===== config.mk =====
export PLATFORM = sky130hd
export DESIGN_NAME = clipped_mean_baseline_estimator_core
export DESIGN_NICKNAME = d
export VERILOG_FILES = /design/src/sv/cmbe_pkg.sv /design/src/sv/cmbe_divider.sv /design/src/sv/cmbe_front.sv /design/src/sv/cmbe_back.sv /design/src/sv/clipped_mean_baseline_estimator_core.sv
export VERILOG_INCLUDE_DIRS = /design/src /design/src/sv
export SDC_FILE = /design/constraint.sdc
export NUM_CORES = 2
export LEC_CHECK = 0
export BUFFER_PORTS_ARGS = -buffer_cell sky130_fd_sc_hd__buf_2
export CAP_MARGIN = 30
export CORE_AREA = 2 2 354 619
export CTS_CLUSTER_DIAMETER = 30
export DETAILED_ROUTE_END_ITERATION = 7
export DIE_AREA = 0 0 356 621
export PLACE_DENSITY_LB_ADDON = 0.12
export SYNTH_ARGS = -nofsm -noshare
export SYNTH_HDL_FRONTEND = slang
export SYNTH_SLANG_ARGS = --single-unit

===== constraint.sdc =====
create_clock -name clock -period 7.5 [get_ports clock]
set_input_delay 0.75 -clock clock [delete_from_list [all_inputs] [get_ports clock]]
set_output_delay 0.75 -clock clock [all_outputs]
set_load 0.05 [all_outputs]

===== src/sv/clipped_mean_baseline_estimator_core_macros.svh =====
// ---------------------------------------------------------------------------
// Assertion macros for the clipped mean baseline estimator
// ---------------------------------------------------------------------------
`ifndef CLIPPED_MEAN_BASELINE_ESTIMATOR_CORE_MACROS_SVH
`define CLIPPED_MEAN_BASELINE_ESTIMATOR_CORE_MACROS_SVH

// Checks that a condition implies a consequence in the same cycle.
`define CMB_ASSERT_IMPL(lbl, clk, rst, cond, cons) \
   lbl: assert property (@(posedge clk) disable iff (rst) (cond) |-> (cons)) \
      else $error("assertion failed");

// Checks that a condition implies a consequence in the next cycle.
`define CMB_ASSERT_NEXT(lbl, clk, rst, cond, cons) \
   lbl: assert property (@(posedge clk) disable iff (rst) (cond) |=> (cons)) \
      else $error("assertion failed");

`endif


===== src/sv/cmbe_pkg.sv =====
// ---------------------------------------------------------------------------
// cmbe_pkg
// Shared types and constants of the clipped mean baseline estimator.
// ---------------------------------------------------------------------------
`default_nettype none
package cmbe_pkg;
   localparam int MAX_HALF_WINDOW = 31;
   localparam int RING      = 2 * MAX_HALF_WINDOW + 1;
   localparam int PTR_W     = 6;
   localparam int SEEN_W    = 7;
   localparam int SEEN_MAX  = 127;
   localparam int BL_W      = 24;
   localparam int SUM_W     = 32;
   localparam int CNT_W     = 6;

   localparam logic [1:0] CSR_HALF_WINDOW   = 2'd0;
   localparam logic [1:0] CSR_REFINE_PASSES = 2'd1;
   localparam logic [1:0] CSR_PAD_VALUE     = 2'd2;

   // One unit of work: an optional baseline position to compute and an optional emit.
   typedef struct packed {
      logic             do_bl;
      logic [5:0]       dq;
      logic             do_em;
      logic [5:0]       dr;
      logic             fin;
      logic             restart;
      logic [PTR_W-1:0] wp;
      logic [SEEN_W-1:0] seen;
   } job_type;
endpackage
`default_nettype wire


===== src/sv/cmbe_divider.sv =====
// ---------------------------------------------------------------------------
// cmbe_divider
// Restoring signed divider, one quotient bit per cycle, truncating to zero.
// ---------------------------------------------------------------------------
`default_nettype none
module cmbe_divider (
   input  wire logic                            clock,
   input  wire logic                            reset,
   input  wire logic                            start,
   input  wire logic signed [cmbe_pkg::SUM_W-1:0] dividend,
   input  wire logic [cmbe_pkg::CNT_W:0]         divisor,
   output logic                                 done,
   output logic signed [cmbe_pkg::BL_W-1:0]     quotient
);
   localparam int N = cmbe_pkg::SUM_W;
   logic [N-1:0] rem_ff, rem_in, q_ff, q_in;
   logic [5:0]   cnt_ff, cnt_in;
   logic         busy_ff, busy_in, neg_ff, neg_in, done_ff, done_in;
   logic [cmbe_pkg::CNT_W:0] dv_ff, dv_in;
   logic [N:0]   trial;
   logic [N-1:0] qres;

   always_comb begin
      rem_in = rem_ff; q_in = q_ff; cnt_in = cnt_ff; busy_in = busy_ff;
      neg_in = neg_ff; dv_in = dv_ff; done_in = 1'b0;
      trial = '0;
      if (start) begin
         neg_in = dividend[N-1];
         q_in = dividend[N-1] ? (~dividend + 1'b1) : dividend;
         rem_in = '0; dv_in = divisor; cnt_in = 6'(N); busy_in = 1'b1;
      end else if (busy_ff) begin
         trial = {rem_ff, q_ff[N-1]} - {{(N+1-cmbe_pkg::CNT_W-1){1'b0}}, dv_ff};
         if (!trial[N]) begin
            rem_in = trial[N-1:0]; q_in = {q_ff[N-2:0], 1'b1};
         end else begin
            rem_in = {rem_ff[N-2:0], q_ff[N-1]}; q_in = {q_ff[N-2:0], 1'b0};
         end
         cnt_in = cnt_ff - 6'd1;
         if (cnt_ff == 6'd1) begin
            busy_in = 1'b0; done_in = 1'b1;
         end
      end
   end

   always_ff @(posedge clock) begin
      if (reset) begin
         busy_ff <= 1'b0; done_ff <= 1'b0;
      end else begin
         busy_ff <= busy_in; done_ff <= done_in;
      end
      rem_ff <= rem_in; q_ff <= q_in; cnt_ff <= cnt_in; neg_ff <= neg_in; dv_ff <= dv_in;
   end

   assign qres = neg_ff ? (~q_ff + 1'b1) : q_ff;
   assign quotient = qres[cmbe_pkg::BL_W-1:0];
   assign done = done_ff;
endmodule
`default_nettype wire


===== src/sv/cmbe_front.sv =====
// ---------------------------------------------------------------------------
// cmbe_front
// Accepts samples, writes the sample ring and issues jobs to the back end.
// ---------------------------------------------------------------------------
`default_nettype none
module cmbe_front (
   input  wire logic                       clock,
   input  wire logic                       reset,
   input  wire logic                       req_tvalid,
   output logic                            req_tready,
   input  wire logic [15:0]                req_tdata,
   input  wire logic                       req_tlast,
   input  wire logic [4:0]                 w_eff,
   output logic                            smp_we,
   output logic [cmbe_pkg::PTR_W-1:0]      smp_addr,
   output logic signed [15:0]              smp_data,
   output logic                            job_valid,
   output cmbe_pkg::job_type               job,
   input  wire logic                       job_ready
);
   localparam logic ST_IDLE = 1'b0;
   localparam logic ST_FLUSH = 1'b1;
   logic st_ff, st_in;
   logic [cmbe_pkg::PTR_W-1:0]  wp_ff, wp_in;
   logic [cmbe_pkg::SEEN_W-1:0] seen_ff, seen_in;
   logic [6:0] k_ff, k_in;      // flush step counter
   logic [6:0] top_ff, top_in;
   logic [6:0] w7, seen7;
   logic signed [7:0] dq_s;

   assign w7 = {2'b0, w_eff};
   assign seen7 = seen_ff;
   assign req_tready = (st_ff == ST_IDLE) && job_ready;
   assign smp_we = req_tvalid && req_tready;
   assign smp_addr = wp_ff;
   assign smp_data = $signed(req_tdata);

   always_comb begin
      st_in = st_ff; wp_in = wp_ff; seen_in = seen_ff; k_in = k_ff; top_in = top_ff;
      job_valid = 1'b0; job = '0;
      job.wp = wp_ff; job.seen = seen_ff;
      dq_s = '0;
      unique case (st_ff)
         ST_IDLE: begin
            if (smp_we) begin
               if (!req_tlast) begin
                  job.do_bl = (seen7 >= w7);
                  job.dq = w_eff[5-1:0] == 5'd0 ? 6'd0 : {1'b0, w_eff};
                  job.do_em = (seen7 >= {w7[5:0], 1'b0});
                  job.dr = {w_eff, 1'b0};
                  job_valid = job.do_bl || job.do_em;
                  seen_in = (seen_ff == 7'(cmbe_pkg::SEEN_MAX)) ? seen_ff : seen_ff + 7'd1;
                  wp_in = (wp_ff == 6'(cmbe_pkg::RING-1)) ? '0 : wp_ff + 6'd1;
               end else begin
                  st_in = ST_FLUSH; k_in = '0;
                  top_in = (seen7 < w7) ? seen7 : w7;
               end
            end
         end
         ST_FLUSH: begin
            // steps 0..top: baseline at dq=top-k, emit at dq+w; then residual emits
            job_valid = 1'b1; job.fin = 1'b1;
            if (k_ff <= top_ff) begin
               dq_s = $signed({1'b0, top_ff - k_ff});
               job.do_bl = 1'b1; job.dq = dq_s[5:0];
               job.do_em = ({1'b0, top_ff - k_ff} + {1'b0, w7}) <= {1'b0, seen7};
               job.dr = 6'(top_ff - k_ff + w7);
            end else begin
               job.do_bl = 1'b0; job.do_em = 1'b1;
               job.dr = 6'(k_ff - top_ff - 7'd1);
            end
            // residual emits run for dr = min(seen, w-1) .. 0
            if (k_ff > top_ff) begin
               job.dr = 6'(((seen7 < w7) ? seen7 : (w7 - 7'd1)) - (k_ff - top_ff - 7'd1));
            end
            if (job_ready) begin
               k_in = k_ff + 7'd1;
               if ((k_ff > top_ff && job.dr == 6'd0) || (k_ff == top_ff && w7 == 7'd0)) begin
                  job.restart = 1'b1; st_in = ST_IDLE; wp_in = '0; seen_in = '0;
               end
            end
         end
         default: st_in = ST_IDLE;
      endcase
   end

   always_ff @(posedge clock) begin
      if (reset) begin
         st_ff <= ST_IDLE; wp_ff <= '0; seen_ff <= '0; k_ff <= '0; top_ff <= '0;
      end else begin
         st_ff <= st_in; wp_ff <= wp_in; seen_ff <= seen_in; k_ff <= k_in; top_ff <= top_in;
      end
   end
endmodule
`default_nettype wire


===== src/sv/cmbe_back.sv =====
// ---------------------------------------------------------------------------
// cmbe_back
// Executes jobs: window sums over the rings, clipped refinement, emission.
// ---------------------------------------------------------------------------
`default_nettype none
module cmbe_back (
   input  wire logic                        clock,
   input  wire logic                        reset,
   input  wire logic                        job_valid,
   input  wire cmbe_pkg::job_type           job,
   output logic                             job_ready,
   input  wire logic                        smp_we,
   input  wire logic [cmbe_pkg::PTR_W-1:0]  smp_addr,
   input  wire logic signed [15:0]          smp_data,
   input  wire logic [4:0]                  w_eff,
   input  wire logic [3:0]                  passes,
   input  wire logic signed [15:0]          pad,
   output logic                             rsp_tvalid,
   input  wire logic                        rsp_tready,
   output logic [23:0]                      rsp_data,
   output logic                             rsp_last
);
   localparam logic [2:0] S_IDLE = 3'd0, S_SUM = 3'd1, S_DIV = 3'd2,
                          S_EMIT = 3'd3, S_EDIV = 3'd4, S_OUT = 3'd5;
   localparam int SW = cmbe_pkg::SUM_W;

   logic signed [15:0] smem [cmbe_pkg::RING];
   logic signed [23:0] bmem [cmbe_pkg::RING];
   logic signed [15:0] srd_ff;
   logic signed [23:0] brd_ff;

   logic [2:0] st_ff, st_in;
   cmbe_pkg::job_type j_ff, j_in;
   logic [6:0] t_ff, t_in;           // window index 0..2w, plus read latency
   logic [3:0] pass_ff, pass_in;     // 0 = first mean
   logic signed [SW-1:0] sum_ff, sum_in;
   logic [cmbe_pkg::CNT_W:0] n_ff, n_in;
   logic signed [23:0] bl_ff, bl_in;
   logic vld_ff, vld_in, in_ff, in_in;
   logic [23:0] od_ff, od_in;
   logic ol_ff, ol_in, ov_ff, ov_in;
   logic div_start, div_done, bwe;
   logic signed [SW-1:0] div_a;
   logic [cmbe_pkg::CNT_W:0] div_b;
   logic signed [23:0] div_q;
   logic [6:0] w7, span, d7, base;
   logic [7:0] d8;
   logic [7:0] sl;
   logic [cmbe_pkg::PTR_W-1:0] raddr, baddr;
   logic signed [23:0] sv24, pad24;

   cmbe_divider u_div (.clock, .reset, .start(div_start), .dividend(div_a),
                       .divisor(div_b), .done(div_done), .quotient(div_q));

   assign w7 = {2'b0, w_eff};
   assign span = {w7[5:0], 1'b0};
   assign base = (st_ff == S_EMIT) ? {1'b0, j_ff.dr} : {1'b0, j_ff.dq};
   assign d8 = {1'b0, base} + {1'b0, w7} - {1'b0, t_ff};  // d = base - (t - w)
   assign d7 = d8[6:0];
   assign sl = {2'b0, j_ff.wp} + 8'd126 - {1'b0, d7};
   assign raddr = (sl >= 8'd126) ? 6'(sl - 8'd126) : (sl >= 8'd63) ? 6'(sl - 8'd63) : 6'(sl);
   assign pad24 = {pad, 8'h00};
   assign sv24 = {srd_ff, 8'h00};
   assign baddr = 6'((({2'b0, j_ff.wp} + 8'd63 - {2'b0, j_ff.dq}) >= 8'd63) ?
                     ({2'b0, j_ff.wp} + 8'd63 - {2'b0, j_ff.dq} - 8'd63) :
                     ({2'b0, j_ff.wp} + 8'd63 - {2'b0, j_ff.dq}));

   always_ff @(posedge clock) begin
      if (smp_we) smem[smp_addr] <= smp_data;
      srd_ff <= smem[raddr];
      if (bwe) bmem[baddr] <= bl_in;
      brd_ff <= bmem[raddr];
   end

   assign job_ready = (st_ff == S_IDLE) && !(ov_ff && !rsp_tready);
   assign rsp_tvalid = ov_ff;
   assign rsp_data = od_ff;
   assign rsp_last = ol_ff;

   always_comb begin
      st_in = st_ff; j_in = j_ff; t_in = t_ff; pass_in = pass_ff; sum_in = sum_ff;
      n_in = n_ff; bl_in = bl_ff; vld_in = 1'b0; in_in = 1'b0;
      od_in = od_ff; ol_in = ol_ff; ov_in = ov_ff && !rsp_tready;
      div_start = 1'b0; div_a = sum_ff; div_b = n_ff; bwe = 1'b0;
      unique case (st_ff)
         S_IDLE: begin
            if (job_valid && job_ready) begin
               j_in = job; t_in = '0; pass_in = '0; sum_in = '0; n_in = '0;
               st_in = job.do_bl ? S_SUM : S_EMIT;
            end
         end
         S_SUM, S_EMIT: begin
            // issue reads for t <= span, accumulate the previous read
            vld_in = (t_ff <= span);
            in_in = !d8[7] && (d7 <= j_ff.seen);
            if (vld_ff) begin
               if (st_ff == S_EMIT) begin
                  sum_in = sum_ff + (in_ff ? SW'(brd_ff) : SW'(pad24));
                  n_in = n_ff + 1'b1;
               end else if (pass_ff == 4'd0) begin
                  sum_in = sum_ff + (in_ff ? SW'(sv24) : SW'(pad24));
                  n_in = n_ff + 1'b1;
               end else if (in_ff && sv24 < bl_ff) begin
                  sum_in = sum_ff + SW'(sv24); n_in = n_ff + 1'b1;
               end
            end
            t_in = t_ff + 7'd1;
            if (!vld_ff && t_ff > span) begin
               if (st_ff == S_SUM && pass_ff != 4'd0 && n_ff == '0) begin
                  bwe = 1'b1; bl_in = bl_ff;
                  st_in = j_ff.do_em ? S_EMIT : S_IDLE;
                  t_in = '0; sum_in = '0; n_in = '0;
               end else begin
                  div_start = 1'b1;
                  st_in = (st_ff == S_EMIT) ? S_EDIV : S_DIV;
               end
            end
         end
         S_DIV: begin
            if (div_done) begin
               bl_in = div_q; t_in = '0; sum_in = '0; n_in = '0;
               if (pass_ff == passes) begin
                  bwe = 1'b1; st_in = j_ff.do_em ? S_EMIT : S_IDLE;
               end else begin
                  pass_in = pass_ff + 4'd1; st_in = S_SUM;
               end
            end
         end
         S_EDIV: begin
            if (div_done) begin
               od_in = div_q; ol_in = j_ff.fin && (j_ff.dr == 6'd0); st_in = S_OUT;
            end
         end
         S_OUT: begin
            if (!ov_ff || rsp_tready) begin
               ov_in = 1'b1; st_in = S_IDLE;
            end
         end
         default: st_in = S_IDLE;
      endcase
   end

   always_ff @(posedge clock) begin
      if (reset) begin
         st_ff <= S_IDLE; ov_ff <= 1'b0; vld_ff <= 1'b0;
      end else begin
         st_ff <= st_in; ov_ff <= ov_in; vld_ff <= vld_in;
      end
      j_ff <= j_in; t_ff <= t_in; pass_ff <= pass_in; sum_ff <= sum_in; n_ff <= n_in;
      bl_ff <= bl_in; in_ff <= in_in; od_ff <= od_in; ol_ff <= ol_in;
   end
endmodule
`default_nettype wire


===== src/sv/clipped_mean_baseline_estimator_core.sv =====
// ---------------------------------------------------------------------------
// clipped_mean_baseline_estimator_core
// Two-stage clipped moving-average baseline estimator for digitizer traces.
//
// Channel  Direction  tdata / data              tuser / side
// req      in         [15:0] sample             tlast last_sample
// rsp      out        [23:0] baseline_value     tlast last_result
// csr      in         index 2 bits, data 16     -
//
// A job runs at most one window pass and one division for the first mean, for each
// refinement pass and for its emit; the next transfer is taken once the back end is idle.
// The last sample of a trace queues up to 2W+1 further jobs, run one after another.
// Reset is synchronous and clears all control state; the rings are not cleared.
// Either side may stall; a finished result waits in the output register.
// ---------------------------------------------------------------------------
`default_nettype none
`include "clipped_mean_baseline_estimator_core_macros.svh"
module clipped_mean_baseline_estimator_core #(
   parameter int SAMPLE_BITS     = 16
) (
   input  wire logic        clock,
   input  wire logic        reset,
   input  wire logic        req_tvalid,
   output logic             req_tready,
   input  wire logic [15:0] req_tdata,   // [15:0] sample
   input  wire logic        req_tlast,
   output logic             rsp_tvalid,
   input  wire logic        rsp_tready,
   output logic [23:0]      rsp_tdata,   // [23:0] baseline_value
   output logic             rsp_tlast,
   input  wire logic        csr_valid,
   output logic             csr_ready,
   input  wire logic [1:0]  csr_index,
   input  wire logic [15:0] csr_data
);
   logic [4:0] hw_ff;
   logic [3:0] rp_ff;
   logic signed [15:0] pad_ff;
   logic [4:0] w_eff;
   logic [15:0] smp_ext;
   logic job_valid, job_ready, smp_we;
   cmbe_pkg::job_type job;
   logic [cmbe_pkg::PTR_W-1:0] smp_addr;
   logic signed [15:0] smp_data;

   assign csr_ready = 1'b1;
   assign w_eff = (32'(hw_ff) > cmbe_pkg::MAX_HALF_WINDOW) ?
                  5'(cmbe_pkg::MAX_HALF_WINDOW) : hw_ff;
   assign smp_ext = 16'($signed(req_tdata[SAMPLE_BITS-1:0]));

   always_ff @(posedge clock) begin
      if (reset) begin
         hw_ff <= 5'd16; rp_ff <= 4'd2; pad_ff <= '0;
      end else if (csr_valid) begin
         unique case (csr_index)
            cmbe_pkg::CSR_HALF_WINDOW:   hw_ff <= csr_data[4:0];
            cmbe_pkg::CSR_REFINE_PASSES: rp_ff <= csr_data[3:0];
            cmbe_pkg::CSR_PAD_VALUE:     pad_ff <= csr_data;
            default: ;
         endcase
      end
   end

   cmbe_front u_front (
      .clock, .reset, .req_tvalid, .req_tready, .req_tdata(smp_ext), .req_tlast,
      .w_eff, .smp_we, .smp_addr, .smp_data, .job_valid, .job, .job_ready);

   cmbe_back u_back (
      .clock, .reset, .job_valid, .job, .job_ready, .smp_we, .smp_addr, .smp_data,
      .w_eff, .passes(rp_ff), .pad(pad_ff), .rsp_tvalid, .rsp_tready,
      .rsp_data(rsp_tdata), .rsp_last(rsp_tlast));

   `CMB_ASSERT_IMPL(a_no_accept_busy, clock, reset, req_tvalid && req_tready, job_ready)
   `CMB_ASSERT_NEXT(a_rsp_hold, clock, reset, rsp_tvalid && !rsp_tready, rsp_tvalid)
endmodule
`default_nettype wire

==> reports/results.tsv <==
stage	metric	value	unit
run	max_cap_viol_count	0	
synthesis	netlist-cell-type-count	92	
worst_setup_path	startpoint_type	register	
synthesis	synthAdderAreaFrac	2.22	%
worst_hold_path	hold_class	input pin to register	
synthesis	synth_top_family_by_area	compound AO/OA/AOI/OAI gates	
synthesis	synth-async-reset-ratio	0	%
floorplan	core_area	0.216	sq mm
worst_setup_path	crit_path_max_incr_delay	0.92	ns
floorplan	die_h	621	microns
timing	max_freq	0.137	GHz
synthesis	synth_area_per_cell	13.0	sq um
synthesis	ys_seq_elements	2825	
grt	grt_usage	35.5	%
clock_network	cts_root_buffer	clkbuf_16	
cells_and_area	final_cell_area	0.144	sq mm
timing	tns	0	ns
synthesis	yosysTopAreaCellShare	65.1	%
timing	skew	0.0731	ns
worst_setup_path	timing.rr.start	u_back.st_ff[0]$_SDFFE_PP0P_	
synthesis	ys_seq_area_share	67.8	%
cells_and_area	fin_nets	10100	
timing	slew_headroom	23.0	%
floorplan	ios	68	
synthesis	yosys_warnings	0	
worst_setup_path	crit_type	register to register	
floorplan	die_w	356	microns
cells_and_area	fill_cells	15400	
route	met3_length	30700	microns
timing	fin_crit	7.32	ns
timing	slew_viol_final	0	
placement	placed_area	0.130	sq mm
timing	fin_crit_sh	97.6	%
timing	holdWs	0.0877	ns
floorplan	die_area	0.221	sq mm
route	wire_per_inst	30.5	microns
synthesis	synthCells	9431	
route	wl_met1	128000	microns
worst_hold_path	hp-start	csr_data[15]	
synthesis	synthMuxAreaShare	2.66	%
cells_and_area	layout_common_cells	2,662 x edfxtp_1, 1,528 x nand2_1, 586 x a211oi_1	
cells_and_area	seq_area	0.0832	sq mm
clock_network	clockBufferDepth	4	
worst_hold_path	holdPathStages	3	
route	routed.top_layer	met5	
synthesis	synth_area_leaders	edfxtp_1 65%, nand2_1 4.7%, a211oi_1 3.6%	
route	wl	398000	microns
placement	io_buffer_count	66	
floorplan	start_util	56.8	%
route	met2WireLength	200000	microns
timing	worst_pin_slew	1.15	ns
cells_and_area	multiInputGateArea	0.0370	sq mm
synthesis	synth_area_leader_cell	edfxtp_1	
synthesis	synth_xor_area_share	1.55	%
route	vias	85800	
worst_setup_path	cpMostUsedCell	ha_1	
worst_setup_path	worstPathArrival	8.12	ns
route	drt_iter0_drc	9513	
synthesis	synth-compound-area-share	12.2	%
route	drt.antenna.violating_nets	0	
worst_setup_path	timing.rr.end	u_back.srd_ff[8]$_DFF_P_	
synthesis	synth_nets	9680	
run_status	violations	DRC	
clock_network	cts_sinks	2825	
grt	antenna_found_initial	17	
synthesis	ys.flop_type	edfxtp_1	
worst_setup_path	cp_slowest_cell	o31ai_1	
worst_setup_path	cp_num_buf_inv	5	
placement	globalplace.congestion	0.956	
grt	overflow	0	
clock_network	cts_tree	done	
synthesis	synth_edf_count	2662	
cells_and_area	layout_commonest_cell	edfxtp_1	
grt	grt_max_degree	114	
clock_network	cts_max_level	5	
run_status	status	finished, violations left	
cells_and_area	syn2layout_area_growth	17.5	%
route	drc_errors	2	
floorplan	row_count	226	
route	firstDrtPassIters	8	
clock_network	cts_made_buffers	405	
clock_network	path_clk_slew	0.06	ns
timing	setup_viol	0	
worst_hold_path	holdPathEnd	pad_ff[15]$_SDFFE_PP0P_	
timing	final_hold_viol_count	0	
worst_setup_path	crit_fanout	66	
clock_network	clkLatencyLatePin	0.94	ns
cells_and_area	drive_gt1_share	15.5	%
worst_setup_path	r2r_cells	26	
placement	hpwlAfterDp	255000	microns
route	viasPerCell	6.58	
synthesis	syn_area	0.123	sq mm
worst_setup_path	critPathRequiredTime	8.30	ns
grt	grt_pass1_vias	86100	
synthesis	synthSimpleGateAreaFrac	10.9	%
grt	grt_pass1_wl	571000	microns
worst_setup_path	setup.worst_path.end_class	register	
worst_setup_path	crit_family	compound AO/OA/AOI/OAI gates	
worst_setup_path	r2r_setup_slack	0.18	ns
[logic make-up (layout without fill, tap and decap cells)]
family,Yosys count,in the layout
compound gates,2145,2145
xor+xnor,211,211
fa+ha+maj,209,209
buf+inv,814,1578
flops,2825,2825
mux,264,264
other cells,1,7
simple gates,2962,2962
[layer usage]
metal,vias up,track usage (%)
met4,10,30.1
met1,42600,38.3
met3,1371,5.36
met2,4554,60.8
met5,-,0
li1,37300,-
[worst max-delay path by stage]
stage                     cells past startpoint                          from  slack (ns)                   endpoint
final                                        26  u_back.st_ff[0]$_SDFFE_PP0P_        0.18   u_back.srd_ff[8]$_DFF_P_
after global routing                         32  u_back.st_ff[0]$_SDFFE_PP0P_      -0.003   u_back.srd_ff[3]$_DFF_P_
after CTS                                    30  u_back.st_ff[0]$_SDFFE_PP0P_       0.006  u_back.brd_ff[11]$_DFF_P_
after detailed placement                     30  u_back.st_ff[0]$_SDFFE_PP0P_       -0.22  u_back.brd_ff[11]$_DFF_P_
after global placement                       30  u_back.st_ff[0]$_SDFFE_PP0P_       -0.49  u_back.brd_ff[23]$_DFF_P_
after floorplan                              34  u_back.st_ff[0]$_SDFFE_PP0P_        0.34  u_back.brd_ff[15]$_DFF_P_
[area by class of cell]
class,count,area share (%)
Timing Repair Buffer,670,4.09
Sequential cell,2825,57.7
Multi-Input combinational cell,5792,25.7
Tap cell,2850,2.47
Inverter,159,0.415
Clock buffer,451,7.28
Antenna cell,6,0.0104
Clock inverter,298,2.39
[synth_stat cells (49+ instances only)]
cell type	number
nor3_1	136
nand3_1	197
dfxtp_1	163
xor2_1	81
o21a_1	53
a2111oi_0	68
buf_2	136
nand2_1	1533
a311oi_1	192
edfxtp_1	2662
ha_1	195
mux4_2	49
a31oi_1	239
a32oi_1	50
xnor2_1	127
clkbuf_1	464
o31ai_1	80
a211oi_1	586
mux2i_1	210
a21oi_1	339
nor2_1	389
inv_1	156
and3_1	441
nor4_1	55
o22ai_1	81
a21o_1	54
o21ai_0	216
[per-stage QoR]
step	utilization, %	setup WS, ns	instances
after global routing	66.8	-0.00334	13000
after global placement	60.1	-0.492	12300
after CTS	66.7	0.00567	13000
after detailed placement	60.2	-0.220	12300
after floorplan	-	0.338	9431
final	66.8	0.178	13100
[state kept, by name (all words and copies together), names as in the netlist, 4 cells and up]
signal / flops
u_front.seen7: 7
hw_ff: 5
rp_ff: 4
u_back.div_b: 7
u_front.smp_addr: 6
u_front.top_ff: 7
u_back.u_div.cnt_ff: 6
u_back.smem: 1008
u_back.brd_ff: 24
u_back.rsp_data: 24
u_back.u_div.dv_ff: 7
u_back.u_div.q_ff: 32
pad_ff: 16
u_back.bl_ff: 24
u_back.div_a: 32
u_back.j_ff: 27
u_back.bmem: 1512
u_back.t_ff: 7
u_back.pass_ff: 4
u_back.u_div.rem_ff: 32
u_back.srd_ff: 16
u_front.k_ff: 7
[tightest hold or removal path: stages]
cell and delay, ns:
buf_2 0.09, nand2_1 0.04, a21oi_1 0.05
[timing repair]
action | in CTS | in global routing
endpoints found under the setup margin | 6 | 40
resized for setup | 9 | 26
hold buffers | 0 | 0
cloned | 0 | 1
buffers inserted | 0 | 2
pin swaps | 0 | 2
Power is not shown: default switching activity piles up to over one toggle a cycle in this logic, so the estimate is an artifact.
